`src/pdla_ram.sv`:
```
// Generic single-port RAM with registered read data.
module pdla_ram #(
	parameter int WIDTH = 8,
	parameter int DEPTH = 16
) (
	input  logic                     clk,
	input  logic                     we,
	input  logic [$clog2(DEPTH)-1:0] addr,
	input  logic [WIDTH-1:0]         wdata,
	output logic [WIDTH-1:0]         rdata
);

	logic [WIDTH-1:0] mem_q [DEPTH];
	logic [WIDTH-1:0] rdata_q;

	always_ff @(posedge clk) begin
		if (we) begin
			mem_q[addr] <= wdata;
		end
		rdata_q <= mem_q[addr];
	end

	assign rdata = rdata_q;

endmodule

```
`config.mk`:
```
export PLATFORM = sky130hd
export DESIGN_NAME = pdla_ram
export DESIGN_NICKNAME = d
export VERILOG_FILES = /design/src/pdla_ram.sv
export SDC_FILE = /design/constraint.sdc
export NUM_CORES = 1
export LEC_CHECK = 0
export BUFFER_PORTS_ARGS = -buffer_cell sky130_fd_sc_hd__buf_2
export CORE_UTILIZATION = 45
export CTS_CLUSTER_SIZE = 30
export DETAILED_ROUTE_END_ITERATION = 6
export PLACE_DENSITY_LB_ADDON = 0.3
export SYNTH_ARGS = -nofsm -noshare
export SYNTH_HDL_FRONTEND = slang
export SYNTH_SLANG_ARGS = --single-unit
```
`constraint.sdc`:
```
create_clock -name clk -period 2.6 [get_ports clk]
set_clock_uncertainty 0.2 [all_clocks]
set_input_delay 0.52 -clock clk [delete_from_list [all_inputs] [get_ports clk]]
set_output_delay 0.52 -clock clk [all_outputs]
set_load 0.02 [all_outputs]
```
==> flow_summary.toml <==
[logic_synthesis]
synth_cells = 230
synth_area_leaders = "edfxtp_1, mux4_2, dfxtp_1"
synth_cell_types = 18
synth.most_common_cell = "edfxtp_1"
synth_flop_cell = "edfxtp_1"
ys_seq_elements = 136
seq_area_frac_synth_pct = 79.0
yosys.area.top_type = "edfxtp_1"
synth_edf_count = 128
synth_top_cell_area_share_pct = 75.9
yosysWarnings = 0
avgSynthCellArea_sq_um = 22.0
synthArstFlopShare_pct = 0
synthesis.nets = 244
synth_area_sq_um = 5070
synth_common_cells = "edfxtp_1, mux4_2, a22oi_1, nor2_1, nand2_1"

[timing]
fmax_mhz = 584
worst_pin_slew_ns = 0.561
finalCriticalPeriod_ns = 1.71
hold_ws_ns = 0.204
period_share_pct = 65.9
tns_ns = 0
setup_viol = 0
maxSlewHeadroom_pct = 62.5
drv_slew = 0
hold_viol = 0
rsz0062_at_grt = "false"

[route]
viasPerCell = 5.50
vias = 2389
ant_nets = 0
drt-initial-drc-count = 146
postRouteWirelength_mm = 9.25
drcViolationCount = 0
firstDrtPassIters = 4
wire_per_inst_um = 21.3

[final_layout]
nNetsFinal = 295
area_growth_pct = 19.7
fill_cells = 797
diodes = 0
final_area_sq_um = 6060
drive_gt1_share_pct = 36.4

[pwr]
p_sw_share_pct = 21.0
p_clk_share_pct = 45.8
total_leakage_power_nw = 2.01
vdd_drop_max_v = 0.000458
power.density_nw_per_um2 = 825
p_seq_share_pct = 49.2
power_frac_comb_pct = 5.0
internal-power_mw = 3.95
p_switching_mw = 1.05

[critical_path]
endpoint_kind = "output pin"
crit_fanout = 1
worstPathRequired_ns = 1.88
critPathSlowestCell = "dfxtp_1"
r2r_setup_slack_ns = 1.04
path_buf_inv = 1
crit_family = "flip-flops"
critPathLaunchType = "flip-flop"
crit_arrival_ns = 0.99
critPathKind = "flip-flop to output pin"
cpPeakStageDelay_ns = 0.32
cp_cell_sequence = "buf_2"

[placement]
dp_hpwl_mm = 6.01
place_congestion = 0.734
place_area_sq_um = 5490
io_buffers = 21

[global_routing]
overflow = 0
grt_pass1_vias = 2490
groute.usage.overall_pct = 17.7
antenna_found_initial = 0
grt_pass1_wl_mm = 14.3
grt_max_degree = 19

[flow_run]
maxCapViolCount = 0

[cts]
post_cts_resized = 0
tritoncts = "yes"
htreeDepth = 4
clock-sinks = 136
cts_buffers = 17
max-clock-path-buffers = 2
cts-root-buf = "clkbuf_8"
clk_transition_reported_paths_ns = 0.07
insertion_delay_ns = 0.51
cts_hold_buf = 0
post-cts-setup-buffers = 0

[outcome]
status = "finished clean"

[floorplan]
ios = 22
rows = 38
floorplan.initialDensity_pct = 46.5
die_h_um = 108
die_w_um = 108
core_sq_um = 10900
fp.dieArea_sq_um = 11700

[worst_hold_path]
hold_class = "input pin to flip-flop"
## per-layer routing
layer  routed length [um]  track usage (%)
met5                    0                0
met3                  480             4.82
met2                 4560             27.8
met1                 4100             23.5
met4                  104             6.85
## cell families after synthesis
| logic type | synth area share [%] |
|---|---|
| buffers and inverters | 1.19 |
| DFF | 79.0 |
| and+or+nand+nor | 3.21 |
| AOI/OAI and AO/OA | 2.37 |
| muxes | 14.2 |
## cells in the final DEF, fill, tap and decap left out, drive strengths merged
| cell | count |
|---|---|
| a22oi | 16 |
| and2 | 1 |
| buf | 43 |
| bufinv | 2 |
| clkbuf | 19 |
| clkinv | 2 |
| clkinvlp | 5 |
| dfxtp | 8 |
| edfxtp | 128 |
| inv | 4 |
| mux4 | 32 |
| nand2 | 9 |
| nand2b | 2 |
| nand3 | 1 |
| nand3b | 2 |
| nor2 | 13 |
| nor2b | 2 |
| nor3 | 4 |
| or3b | 1 |
## through the flow
step / total power [mW] / utilization, % / worst slack [ns] / std cells
after floorplan: 2.65 / - / 0.387 / 230
after global placement: 2.75 / 50.4 / 0.400 / 402
after detailed placement: 2.76 / 50.4 / 0.393 / 402
after CTS: 5.04 / 55.7 / 0.850 / 434
after global routing: 5.16 / 55.7 / 0.839 / 434
final: 5.00 / 55.7 / 0.888 / 434
## sequential cells by signal, summed over array words and instances (netlist names)
| register | flops |
|---|---|
| mem_q | 128 |
| rdata | 8 |
## cell type report
class | instances | area (sq um) | share of cell area, %
clock inverter | 13 | 143 | 2.35
tap | 140 | 175 | 2.89
multi-input combinational | 83 | 1000 | 16.5
sequential | 136 | 4000 | 66.0
clock buffer | 19 | 432 | 7.12
timing repair buffer | 43 | 308 | 5.08
## power groups by stage
| stage | registers [mW] | clock network, mW | logic [mW] |
|---|---|---|---|
| floorplan | 2.53 | 0 | 0.126 |
| finish | 2.46 | 2.29 | 0.248 |
| CTS | 2.46 | 2.33 | 0.251 |
| global route | 2.47 | 2.42 | 0.268 |
| global placement | 2.51 | 0 | 0.246 |
| detailed placement | 2.51 | 0 | 0.251 |
## final timing paths
check,start,endpoint,cells after the start
min,wdata[0],mem_q[6][0],1
max reg2reg,mem_q[2][5],rdata[5],3
min reg2reg,mem_q[12][7],rdata[7],3
max,rdata[5],rdata[5],1
(Power assumes the default switching activity.)
